--- config.mk ---
export PLATFORM = sky130hd
export DESIGN_NAME = rmp_merge
export DESIGN_NICKNAME = d
export VERILOG_FILES = /design/src/rtl/rmp_pkg.sv /design/src/rtl/rmp_merge.sv
export SDC_FILE = /design/constraint.sdc
export NUM_CORES = 1
export LEC_CHECK = 0
export ABC_AREA = 1
export CELL_PAD_IN_SITES_DETAIL_PLACEMENT = 1
export CELL_PAD_IN_SITES_GLOBAL_PLACEMENT = 2
export CORE_ASPECT_RATIO = 1.75
export CORE_MARGIN = 1
export CORE_UTILIZATION = 36
export CTS_CLUSTER_DIAMETER = 150
export CTS_CLUSTER_SIZE = 28
export DETAILED_ROUTE_END_ITERATION = 12
export DONT_BUFFER_PORTS = 1
export PLACE_DENSITY = 0.84
export SETUP_SLACK_MARGIN = 0.2
export SYNTH_ARGS = -nofsm -noshare
export SYNTH_HDL_FRONTEND = slang
export SYNTH_SLANG_ARGS = --single-unit
--- constraint.sdc ---
create_clock -name clock -period 3.4 [get_ports clock]
set_input_delay 0.68 -clock clock [delete_from_list [all_inputs] [get_ports clock]]
set_output_delay 0.68 -clock clock [all_outputs]
set_load 0.02 [all_outputs]
--- src/rtl/rmp_pkg.sv ---
// shared types, register indexes and channel-wise max for the rgb max pooling block
package rmp_pkg;

   localparam int PIX_W  = 24;
   localparam int CHAN_W = 8;
   localparam int CSR_IDX_W  = 2;
   localparam int CSR_DATA_W = 12;
   localparam int IMG_DIM_W  = 12;
   localparam int STRIDE_W   = 5;
   localparam int ROW_W      = 11;
   localparam logic [IMG_DIM_W-1:0] HEIGHT_LIMIT = 12'd2048;

   localparam logic [CSR_IDX_W-1:0] CSR_IMAGE_WIDTH  = 2'd0;
   localparam logic [CSR_IDX_W-1:0] CSR_IMAGE_HEIGHT = 2'd1;
   localparam logic [CSR_IDX_W-1:0] CSR_STRIDE       = 2'd2;

   typedef struct packed {
      logic [IMG_DIM_W-1:0] image_width;
      logic [IMG_DIM_W-1:0] image_height;
      logic [STRIDE_W-1:0]  stride;
   } cfg_type;

   // what the scan stage hands to the merge stage for one pixel
   typedef struct packed {
      logic [PIX_W-1:0] row_max;
      logic             col_end;
      logic             row_end;
      logic             use_store;
      logic             last_col;
      logic             last_row;
   } scan_item_type;

   function automatic logic [PIX_W-1:0] pix_max(input logic [PIX_W-1:0] a,
                                                input logic [PIX_W-1:0] b);
      logic [PIX_W-1:0] r;
      r = '0;
      for (int c = 0; c < PIX_W / CHAN_W; c++) begin
         r[c*CHAN_W +: CHAN_W] = (a[c*CHAN_W +: CHAN_W] > b[c*CHAN_W +: CHAN_W]) ?
                                 a[c*CHAN_W +: CHAN_W] : b[c*CHAN_W +: CHAN_W];
      end
      return r;
   endfunction

endpackage

--- src/rtl/rmp_merge.sv ---
// merge stage: folds line store data into the window max, writes back or emits
module rmp_merge
   import rmp_pkg::*;
#(
   parameter int MAX_WIDTH = 2048
) (
   input  logic                         clock,
   input  logic                         reset,
   input  logic                         accept,
   input  scan_item_type                item,
   input  logic [$clog2(MAX_WIDTH)-1:0] rd_addr,
   input  logic [PIX_W-1:0]             rd_data,
   output logic                         advance,
   output logic                         wr_en,
   output logic [$clog2(MAX_WIDTH)-1:0] wr_addr,
   output logic [PIX_W-1:0]             wr_data,
   output logic                         rsp_valid,
   input  logic                         rsp_ready,
   output logic [PIX_W-1:0]             rsp_data,
   output logic                         rsp_last,
   output logic                         rsp_user
);

   localparam int COL_W = $clog2(MAX_WIDTH);

   logic             s1_valid_ff;
   scan_item_type    s1_ff;
   logic [COL_W-1:0] s1_addr_ff;
   logic             byp_ff;
   logic [PIX_W-1:0] byp_data_ff;
   logic             rsp_valid_ff;
   logic [PIX_W-1:0] rsp_data_ff;
   logic             rsp_last_ff, rsp_user_ff;

   logic [PIX_W-1:0] store_val, win_max;
   logic             emit;

   always_comb begin
      // a read issued on the edge that wrote the same column sees stale data
      store_val = byp_ff ? byp_data_ff : rd_data;
      win_max   = s1_ff.use_store ? pix_max(store_val, s1_ff.row_max) : s1_ff.row_max;
      emit      = s1_valid_ff && s1_ff.col_end && s1_ff.row_end;
      wr_en     = s1_valid_ff && s1_ff.col_end && !s1_ff.row_end;
      advance   = !emit || !rsp_valid_ff || rsp_ready;
   end

   assign wr_addr   = s1_addr_ff;
   assign wr_data   = win_max;
   assign rsp_valid = rsp_valid_ff;
   assign rsp_data  = rsp_data_ff;
   assign rsp_last  = rsp_last_ff;
   assign rsp_user  = rsp_user_ff;

   always_ff @(posedge clock) begin
      if (reset) begin
         s1_valid_ff <= 1'b0;
         byp_ff      <= 1'b0;
      end else if (advance) begin
         s1_valid_ff <= accept;
         byp_ff      <= accept && wr_en && (s1_addr_ff == rd_addr);
      end
   end

   always_ff @(posedge clock) begin
      if (advance) begin
         s1_ff       <= item;
         s1_addr_ff  <= rd_addr;
         byp_data_ff <= win_max;
      end
   end

   always_ff @(posedge clock) begin
      if (reset) begin
         rsp_valid_ff <= 1'b0;
      end else if (emit && advance) begin
         rsp_valid_ff <= 1'b1;
      end else if (rsp_ready) begin
         rsp_valid_ff <= 1'b0;
      end
   end

   always_ff @(posedge clock) begin
      if (emit && advance) begin
         rsp_data_ff <= win_max;
         rsp_last_ff <= s1_ff.last_col;
         rsp_user_ff <= s1_ff.last_col && s1_ff.last_row;
      end
   end

   a_stall_holds_item: assert property (@(posedge clock) disable iff (reset)
      s1_valid_ff && !advance |=> s1_valid_ff)
      else $error("merge stage dropped an item while stalled");

   a_bypass_follows_write: assert property (@(posedge clock) disable iff (reset)
      $rose(byp_ff) |-> $past(wr_en))
      else $error("bypass armed without a line store write");

   a_frame_end_is_row_end: assert property (@(posedge clock) disable iff (reset)
      rsp_valid_ff && rsp_user_ff |-> rsp_last_ff)
      else $error("frame end beat without row end");

   a_no_write_on_emit: assert property (@(posedge clock) disable iff (reset)
      emit |-> !wr_en)
      else $error("window both emitted and written back");

endmodule

==> results.md <==
* Crit Path Max Fanout at 12
* Crit path DAT at 2.39 ns
* Placed cells at 536
* Reg2reg path depth at 10
* GP Congestion at 0.733
* Via density at 4.83
* IO Port Bufs at 0
* Residual DRC at 0
* CTS tree: done
* # rows at 53
* Worst vdd ir at 0.209 mV
* Comb power frac at 11.9%
* Max_cap viols at 0
* Worst Hold Class: in2reg
* Clock Path Buffers at 2
* Hold path startpoint: reset
* CP endpoint kind: output pin
* Synth Instances at 370
* FFs w/ async S/R, synth at 0%
* Hold_ws at 0.403 ns
* Internal cell power at 1.94 mW
* Worst-path cell chain: clkbuf_16 -> mux2_4 -> ha_1 -> nand2_1 -> nor2_4 -> a21oi_4 -> buf_12 -> nand2_8 -> nand2_4 -> nand2_4
* Switching Share at 26.3%
* Endpoints failing hold at 0
* RSZ-0062 raised after global routing: false
* Initial Util at 37.1%
* Global-route wire length before repair at 15000 um
* Avg WL per Cell at 18.5 um
* Horizontal die dimension at 86.4 um
* First-pass DRT Iterations at 4
* Hpwl dp at 7210 um
* Post-route insts no fill at 562
* Area of the core at 12100 sq um
* H-tree lvl count at 3
* Nets@finish at 482
* DP Area at 4700 sq um
* Syn_area_per_cell at 12.1 sq um
* WP data required at 2.72 ns
* Number of synthesized flops with an enable pin at 90
* Setup WS pre-CTS at 0.464 ns
* Final critical-path required period at 3.07 ns
* Hold path depth at 1
* P_leak at 2.24 nW
* Fin crit share at 90.2%
* Clock power frac at 35.7%
* Crit-path max cell delay at 0.40 ns
* Reg clk slew, reported paths at 0.07 ns
* IO Count at 132
* CTS buffer count at 9
* Cell with the most instances after synthesis: nand2_1
* Max transition margin at 39.1%
* Post-synth top area share at 60.3%
* Post-route design area at 5300 sq um
* Setup_tns at 0 ns
* Initial DRC Count at 60
* WL final at 10400 um
* Main area contributors after synthesis: edfxtp_1 60%, nand2_1 8.1%, ha_1 6.7%
* Flop pwr share at 52.4%
* Slowest stage cell on the critical path: dfxtp_4
* Register area share after synthesis at 61.6%
* Number of distinct library cells after synthesis at 25
* Commonest cells post-synth: 97 x nand2_1, 90 x edfxtp_1, 52 x inv_1, 25 x nand3_1, 24 x ha_1
* #FFs+latches synth at 93
* Max frequency at 326 MHz
* Setup ws final at 0.335 ns
* Clock Latency Late Sink at 0.34 ns
* Initial antenna violation count at 3
* GRT Util Overall at 15.7%
* WHS Endpoint: s1_valid_ff
* Synth Flop Type: edfxtp_1
* Crit Path Class: reg2out
* Clock Sinks at 93
* Die ar. at 12900 sq um
* Crit path top cell by count: nand2_4
* Pwr/cell area at 498 nW/um^2
* Status: finished clean
* Worst R2R Start: byp_ff
* GRT overflow at 0
* Clock root buffer master: clkbuf_16
* Worst setup SP type: flip-flop
* Vias at 2714
* Sw Pwr at 0.695 mW
* Syn Std Cell Area at 4480 sq um
* Largest net degree at the start of global routing at 36
* DRT antenna net count at 0
* Worst R2R End: rsp_data[15]
* Clock skew at 0.0111 ns
* Synth warnings at 0
* Largest area contributor in the netlist: edfxtp_1
* Vias in the first global route at 2909
* R2r setup slk at 1.06 ns
* Share of cells above drive strength 1 at 25.8%
* Area delta synth->final at 18.2%
* Max-slew violation count at 0
* Mapped Nets at 462
* Final setup viols at 0
* Slew @ Worst Pin at 0.911 ns
* Die Ht at 150 um
==> worst max-delay path: cells and delay by family, from the launching register on <==
| kind | cells | cell delay, ns |
|---|---|---|
| buf+inv | 2 | 0.38 |
| fa+ha+maj | 1 | 0.29 |
| simple gates | 5 | 0.57 |
| mux | 1 | 0.33 |
| compound gates | 1 | 0.08 |
| flops | 1 | 0.40 |
==> sequential cells by signal, indices dropped and copies added, names as in the netlist <==
name and count:
wr_addr 11, byp_data_ff 24, byp_ff 1, s1_ff 29
rsp_valid 1, rsp_data 24, s1_valid_ff 1, rsp_last 1
rsp_user 1
==> stage by stage <==
stage,util (%),power [mW]
floorplan,-,1.61
global placement,38.9,1.66
detailed placement,38.9,1.68
CTS,41.5,2.63
global route,43.9,2.74
finish,43.9,2.64
==> layout by cell type, fill, tap and decap left out, types with 4 or more instances in the layout <==
cell type	instances
a21oi_1	12
edfxtp_1	90
nor2_1	7
nand2_4	22
buf_4	6
mux2_2	4
o21bai_1	4
clkbuf_16	11
nand3_1	25
nor2_4	5
nand2_2	18
inv_1	52
mux2_4	17
nand2_1	66
ha_1	23
==> cell families after synthesis <==
family	Yosys count	synth area share, %
buffers and inverters	55	5.50
adder cells (fa/ha/maj)	24	6.70
XOR/XNOR	1	0.195
flip-flops	93	61.6
AND/OR/NAND/NOR	151	15.0
AO/OA/AOI/OAI	22	3.66
multiplexers	24	7.28
==> power by group through the flow <==
stage                     combinational (mW)  sequential (mW)  clock [mW]
final                                  0.314             1.38       0.941
after global routing                   0.349             1.39        1.00
after CTS                              0.274             1.38       0.969
after detailed placement               0.269             1.41           0
after global placement                 0.259             1.40           0
after floorplan                        0.214             1.40           0
==> worst max-delay path by stage <==
| stage | endpoint | from | cells past startpoint | slack, ns |
|---|---|---|---|---|
| global route | wr_data[13] | byp_ff | 10 | 0.19 |
| global placement | wr_data[21] | rd_data[19] | 8 | 0.50 |
| CTS | wr_data[7] | byp_ff | 12 | 0.17 |
| detailed placement | wr_data[21] | rd_data[19] | 8 | 0.46 |
| floorplan | byp_data_ff[0] | rsp_ready | 2 | -0.44 |
| finish | wr_data[1] | byp_ff | 10 | 0.33 |
==> layout make-up <==
class,instances,area (sq um)
diodes,2,5.00
clock inverters,6,47.5
flip-flops and latches,93,2770
well taps,165,206
repair buffers,10,135
multi-input cells,224,1710
fillers,1293,6770
clock buffers,10,229
inverters,52,195
==> routing by layer <==
| metal | part of all wire, % | global-route usage (%) |
|---|---|---|
| met3 | 6.0 | 5.46 |
| met4 | 1.2 | 4.75 |
| met1 | 36 | 15.6 |
| met2 | 57 | 29.8 |
| met5 | 0 | 0 |
==> what timing repair did <==
item,CTS,global route
buffers inserted,3,1
gates cloned,0,4
setup endpoints to repair,16,24
pin swaps,1,8
gates resized for setup,3,54
hold buffers,0,0
Note: power is estimated with default switching activity, not from simulation.
