[config.mk]
export PLATFORM = sky130hd
export DESIGN_NAME = rmp_scan
export DESIGN_NICKNAME = d
export VERILOG_FILES = /design/src/rtl/rmp_pkg.sv /design/src/rtl/rmp_scan.sv
export SDC_FILE = /design/constraint.sdc
export NUM_CORES = 1
export LEC_CHECK = 0
export ABC_AREA = 1
export BUFFER_PORTS_ARGS = -buffer_cell sky130_fd_sc_hd__buf_2
export CORE_MARGIN = 4
export CORE_UTILIZATION = 57
export DETAILED_ROUTE_END_ITERATION = 6
export GPL_TIMING_DRIVEN = 0
export PLACE_DENSITY = 0.81
export SYNTH_ARGS = -nofsm -noshare
export SYNTH_HDL_FRONTEND = slang
export SYNTH_SLANG_ARGS = --single-unit
[constraint.sdc]
create_clock -name clock -period 3.6 [get_ports clock]
set_clock_uncertainty 0.15 [all_clocks]
set_input_delay 0 -clock clock [delete_from_list [all_inputs] [get_ports clock]]
set_output_delay 0 -clock clock [all_outputs]
set_load 0.005 [all_outputs]
[src/rtl/rmp_pkg.sv]
// shared types, register indexes and channel-wise max for the rgb max pooling block
package rmp_pkg;

   localparam int PIX_W  = 24;
   localparam int CHAN_W = 8;
   localparam int CSR_IDX_W  = 2;
   localparam int CSR_DATA_W = 12;
   localparam int IMG_DIM_W  = 12;
   localparam int STRIDE_W   = 5;
   localparam int ROW_W      = 11;
   localparam logic [IMG_DIM_W-1:0] HEIGHT_LIMIT = 12'd2048;

   localparam logic [CSR_IDX_W-1:0] CSR_IMAGE_WIDTH  = 2'd0;
   localparam logic [CSR_IDX_W-1:0] CSR_IMAGE_HEIGHT = 2'd1;
   localparam logic [CSR_IDX_W-1:0] CSR_STRIDE       = 2'd2;

   typedef struct packed {
      logic [IMG_DIM_W-1:0] image_width;
      logic [IMG_DIM_W-1:0] image_height;
      logic [STRIDE_W-1:0]  stride;
   } cfg_type;

   // what the scan stage hands to the merge stage for one pixel
   typedef struct packed {
      logic [PIX_W-1:0] row_max;
      logic             col_end;
      logic             row_end;
      logic             use_store;
      logic             last_col;
      logic             last_row;
   } scan_item_type;

   function automatic logic [PIX_W-1:0] pix_max(input logic [PIX_W-1:0] a,
                                                input logic [PIX_W-1:0] b);
      logic [PIX_W-1:0] r;
      r = '0;
      for (int c = 0; c < PIX_W / CHAN_W; c++) begin
         r[c*CHAN_W +: CHAN_W] = (a[c*CHAN_W +: CHAN_W] > b[c*CHAN_W +: CHAN_W]) ?
                                 a[c*CHAN_W +: CHAN_W] : b[c*CHAN_W +: CHAN_W];
      end
      return r;
   endfunction

endpackage

[src/rtl/rmp_scan.sv]
// raster position counters, window phases and running row maximum
module rmp_scan
   import rmp_pkg::*;
#(
   parameter int MAX_WIDTH  = 2048,
   parameter int MAX_STRIDE = 16
) (
   input  logic                         clock,
   input  logic                         reset,
   input  cfg_type                      cfg,
   input  logic                         restart,
   input  logic                         accept,
   input  logic [PIX_W-1:0]             pixel,
   output scan_item_type                item,
   output logic [$clog2(MAX_WIDTH)-1:0] rd_addr
);

   localparam int COL_W  = $clog2(MAX_WIDTH);
   localparam int WW_RAW = $clog2(MAX_WIDTH + 1);
   localparam int WW     = (WW_RAW > IMG_DIM_W) ? WW_RAW : IMG_DIM_W;
   localparam int PH_W   = $clog2(MAX_STRIDE);
   localparam int SW_RAW = $clog2(MAX_STRIDE + 1);
   localparam int SW     = (SW_RAW > STRIDE_W) ? SW_RAW : STRIDE_W;
   localparam logic [WW-1:0] WIDTH_LIMIT  = WW'(MAX_WIDTH);
   localparam logic [SW-1:0] STRIDE_LIMIT = SW'(MAX_STRIDE);

   logic [COL_W-1:0] pixel_column_ff, pixel_column_in;
   logic [ROW_W-1:0] pixel_row_ff, pixel_row_in;
   logic [PH_W-1:0]  column_phase_ff, column_phase_in;
   logic [PH_W-1:0]  row_phase_ff, row_phase_in;
   logic [COL_W-1:0] out_column_ff, out_column_in;
   logic [PIX_W-1:0] row_max_ff, row_max_in;

   logic [WW-1:0]        width_raw, width_eff;
   logic [IMG_DIM_W-1:0] height_eff;
   logic [SW-1:0]        stride_raw, stride_eff;
   logic                 last_col, last_row, col_end, row_end;

   // zero reads as one, oversize saturates
   always_comb begin
      width_raw  = WW'(cfg.image_width);
      stride_raw = SW'(cfg.stride);
      if (width_raw == '0) begin
         width_eff = WW'(1);
      end else if (width_raw > WIDTH_LIMIT) begin
         width_eff = WIDTH_LIMIT;
      end else begin
         width_eff = width_raw;
      end
      if (cfg.image_height == '0) begin
         height_eff = IMG_DIM_W'(1);
      end else if (cfg.image_height > HEIGHT_LIMIT) begin
         height_eff = HEIGHT_LIMIT;
      end else begin
         height_eff = cfg.image_height;
      end
      if (stride_raw == '0) begin
         stride_eff = SW'(1);
      end else if (stride_raw > STRIDE_LIMIT) begin
         stride_eff = STRIDE_LIMIT;
      end else begin
         stride_eff = stride_raw;
      end
   end

   always_comb begin
      last_col = (WW'(pixel_column_ff) + WW'(1)) >= width_eff;
      last_row = (IMG_DIM_W'(pixel_row_ff) + IMG_DIM_W'(1)) >= height_eff;
      col_end  = last_col || ((SW'(column_phase_ff) + SW'(1)) >= stride_eff);
      row_end  = last_row || ((SW'(row_phase_ff) + SW'(1)) >= stride_eff);
      row_max_in = (column_phase_ff == '0) ? pixel : pix_max(row_max_ff, pixel);

      item.row_max   = row_max_in;
      item.col_end   = col_end;
      item.row_end   = row_end;
      item.use_store = (row_phase_ff != '0);
      item.last_col  = last_col;
      item.last_row  = last_row;

      pixel_column_in = pixel_column_ff;
      pixel_row_in    = pixel_row_ff;
      column_phase_in = column_phase_ff;
      row_phase_in    = row_phase_ff;
      out_column_in   = out_column_ff;
      if (col_end) begin
         out_column_in = out_column_ff + COL_W'(1);
      end
      if (last_col) begin
         pixel_column_in = '0;
         column_phase_in = '0;
         out_column_in   = '0;
         if (last_row) begin
            pixel_row_in = '0;
            row_phase_in = '0;
         end else begin
            pixel_row_in = pixel_row_ff + ROW_W'(1);
            row_phase_in = row_end ? '0 : row_phase_ff + PH_W'(1);
         end
      end else begin
         pixel_column_in = pixel_column_ff + COL_W'(1);
         column_phase_in = col_end ? '0 : column_phase_ff + PH_W'(1);
      end
   end

   assign rd_addr = out_column_ff;

   always_ff @(posedge clock) begin
      if (reset || restart) begin
         pixel_column_ff <= '0;
         pixel_row_ff    <= '0;
         column_phase_ff <= '0;
         row_phase_ff    <= '0;
         out_column_ff   <= '0;
         row_max_ff      <= '0;
      end else if (accept) begin
         pixel_column_ff <= pixel_column_in;
         pixel_row_ff    <= pixel_row_in;
         column_phase_ff <= column_phase_in;
         row_phase_ff    <= row_phase_in;
         out_column_ff   <= out_column_in;
         row_max_ff      <= row_max_in;
      end
   end

endmodule

==> qor.txt <==
Top-area cell type share of the netlist area: 23.9%
Synthesized flop and latch total: 65
Post-synth EDFFs: 0
Final Critical Period: 3.06 ns
Critical path class: register to primary output
Status: finished, final reports clean
WL/cell: 11.9 um
Max Cap Violations: 0
Drt via density: 5.02
Hold-fix buffers, CTS: 27
Total track usage: 23.9%
Sequential fraction of the synthesis area: 23.9%
TNS Setup: 0 ns
Initial core utilization: 58.6%
Synth top area cells: dfxtp_1, nand2_1, ha_1
Core area: 9280 sq um
Die H: 106 um
Area grow syn2layout: 20.9%
Mapped Nets: 966
Synth Flop Type: dfxtp_1
Rel. slew slack: 47.7%
Post-DRT Antenna Nets: 0
Most common cell in the netlist: nand2_1
Number of antenna violations at the first check in global routing: 0
First-pass GRT wire length: 22.3 mm
DRC: 0
Synth cell types: 37
Syn Inst Count: 844
Reg clk slew, reported paths: 0.07 ns
Crit Path Max Fanout: 5
CP Launch Type: register
Sink Count: 65
Vias in the first global route: 5139
Synthesis warning total: 0
Final worst slack: 0.540 ns
Grt total ovfl: 0
Non-filler cells in the finished layout: 1112
Total wire length: 13.3 mm
DR iter-0 viols: 303
Fmax: 327 MHz
Setup Buffers After CTS: 0
Peak supply drop: 0.202 mV
Required time worst endpoint: 3.45 ns
PortBufs: 96
Commonest cells post-synth: nand2_1, inv_1, nor2_1
Post-CTS Resized: 0
Layout cells sized above 1: 16.6%
Final nets: 1100
Final setup violation count: 0
Hpwl dp: 9.88 mm
Final Hold Violating Endpoints: 0
Fin. max-slew vios: 0
Clk buf depth: 2
Area leader, netlist: dfxtp_1
Top-level port count: 97
Placer Congestion: 0.887
Placed Instances: 1069
CTS tree: yes
Worst Max-Slew Pin Slew: 0.784 ns
H-tree Lvls: 3
Die width: 106 um
Final period util: 85.0%
Mean Syn Cell Area: 6.45 sq um
Clk Latency, worst-skew pair: 0.34 ns
Lkg Pwr: 3.55 nW
CP Capture Type: primary output
Worst Path Arrival: 2.91 ns
Worst Hold Class: input pin to register
Fraction of registers with async set or reset after synthesis: 0%
Fillers: 859
TritonCTS buffer count: 9
Largest net degree at the start of global routing: 11
Unrepaired setup endpoints after global routing: false
Detailed-router iteration count before antenna repair: 4
Cell area power density: 273 nW/um^2
Fin util: 70.8%
Ant. Diodes: 0
Num rows: 35
Die area: 11200 sq um
DP Worst Slack: 0.681 ns
Synthesized area: 5440 sq um
Worst hold slack: 0.0230 ns
CTS Root Cell: clkbuf_8
Vias: 5585
==> cell families (layout without fill, tap and decap cells) <==
| group | count (synthesis) | count (layout) | synth area share [%] |
|---|---|---|---|
| xor gates and xnor gates | 26 | 26 | 4.18 |
| and+or+nand+nor | 479 | 479 | 38.8 |
| adders and majority gates | 65 | 65 | 14.9 |
| DFF | 65 | 65 | 23.9 |
| buffers and inverters | 140 | 279 | 10.5 |
| AOI/OAI and AO/OA | 69 | 69 | 7.65 |
==> metal layers <==
layer | GRT usage [%] | vias up | wire [um]
met5 | 0 | - | 0
met4 | 7.77 | 0 | 255
met3 | 3.67 | 24 | 588
met2 | 41.4 | 125 | 6250
met1 | 30.4 | 2469 | 6170
li1 | - | 2967 | -
==> final timing paths <==
kind | startpoint | endpoint | slack [ns] | depth (start not counted)
setup / recovery | pixel_column_ff[0] | item[4] | 0.54 | 14
hold reg to reg | pixel_row_ff[10] | pixel_row_ff[10] | 0.30 | 2
hold / removal | accept | row_max_ff[0] | 0.02 | 5
setup reg to reg | pixel_column_ff[0] | column_phase_ff[2] | 0.59 | 16
==> power breakdown <==
group	internal, W	switching, W	leakage [nW]
clock	0.000430	0.000282	0.111
combinational	0.000140	0.000198	2.91
sequential	0.000733	0.0000124	0.527
==> cell usage in the layout (no fill, tap or decap), types with 3 or more instances in the layout <==
cell,netlist,final
ha_1,65,65
xor2_1,20,20
nand4_1,21,21
o21ai_0,9,9
nor2_1,89,89
buf_4,4,4
nor4_1,4,4
dfxtp_1,65,65
clkbuf_8,0,11
clkinv_1,3,3
nor3_1,5,5
clkbuf_1,10,13
xnor2_1,6,6
buf_2,5,101
a21oi_1,42,42
a21oi_2,12,12
inv_1,114,114
dlygate4sd3_1,0,27
nand3_1,79,79
nand2_1,250,250
nand2_2,17,17
==> state kept, by name (all words and copies together), names as in the netlist <==
signal	count
rd_addr	11
row_phase_ff	4
pixel_row_ff	11
column_phase_ff	4
row_max_ff	24
pixel_column_ff	11
==> per-stage QoR <==
| step | power, W | cell area (sq um) |
|---|---|---|
| floorplan | 0.000963 | 5440 |
| global placement | 0.00107 | 6080 |
| detailed placement | 0.00107 | 6080 |
| CTS | 0.00180 | 6580 |
| global route | 0.00189 | 6580 |
| finish | 0.00179 | 6580 |
==> worst max-delay path, cell delays in order, from the launching register on <==
cell and delay, ns:
dfxtp_1 0.43, ha_1 0.28, nand2_1 0.08, nor2_1 0.16
nand4_1 0.16, xor2_1 0.25, ha_1 0.28, nand2_2 0.10
inv_2 0.03, nand2_1 0.06, nand2_2 0.07, a21oi_4 0.20
nand3_2 0.19, buf_4 0.18, buf_2 0.12
==> area by class of cell <==
class | instances | area [sq um] | share of cell area, %
Tap cell | 129 | 161 | 2.45
Clock buffer | 14 | 163 | 2.47
Timing Repair Buffer | 123 | 751 | 11.4
Multi-Input combinational cell | 639 | 3570 | 54.3
Clock inverter | 2 | 60.1 | 0.913
Buffer | 20 | 113 | 1.71
Sequential cell | 65 | 1300 | 19.8
Inverter | 120 | 458 | 6.96
Power figures use the tool's default switching activity.
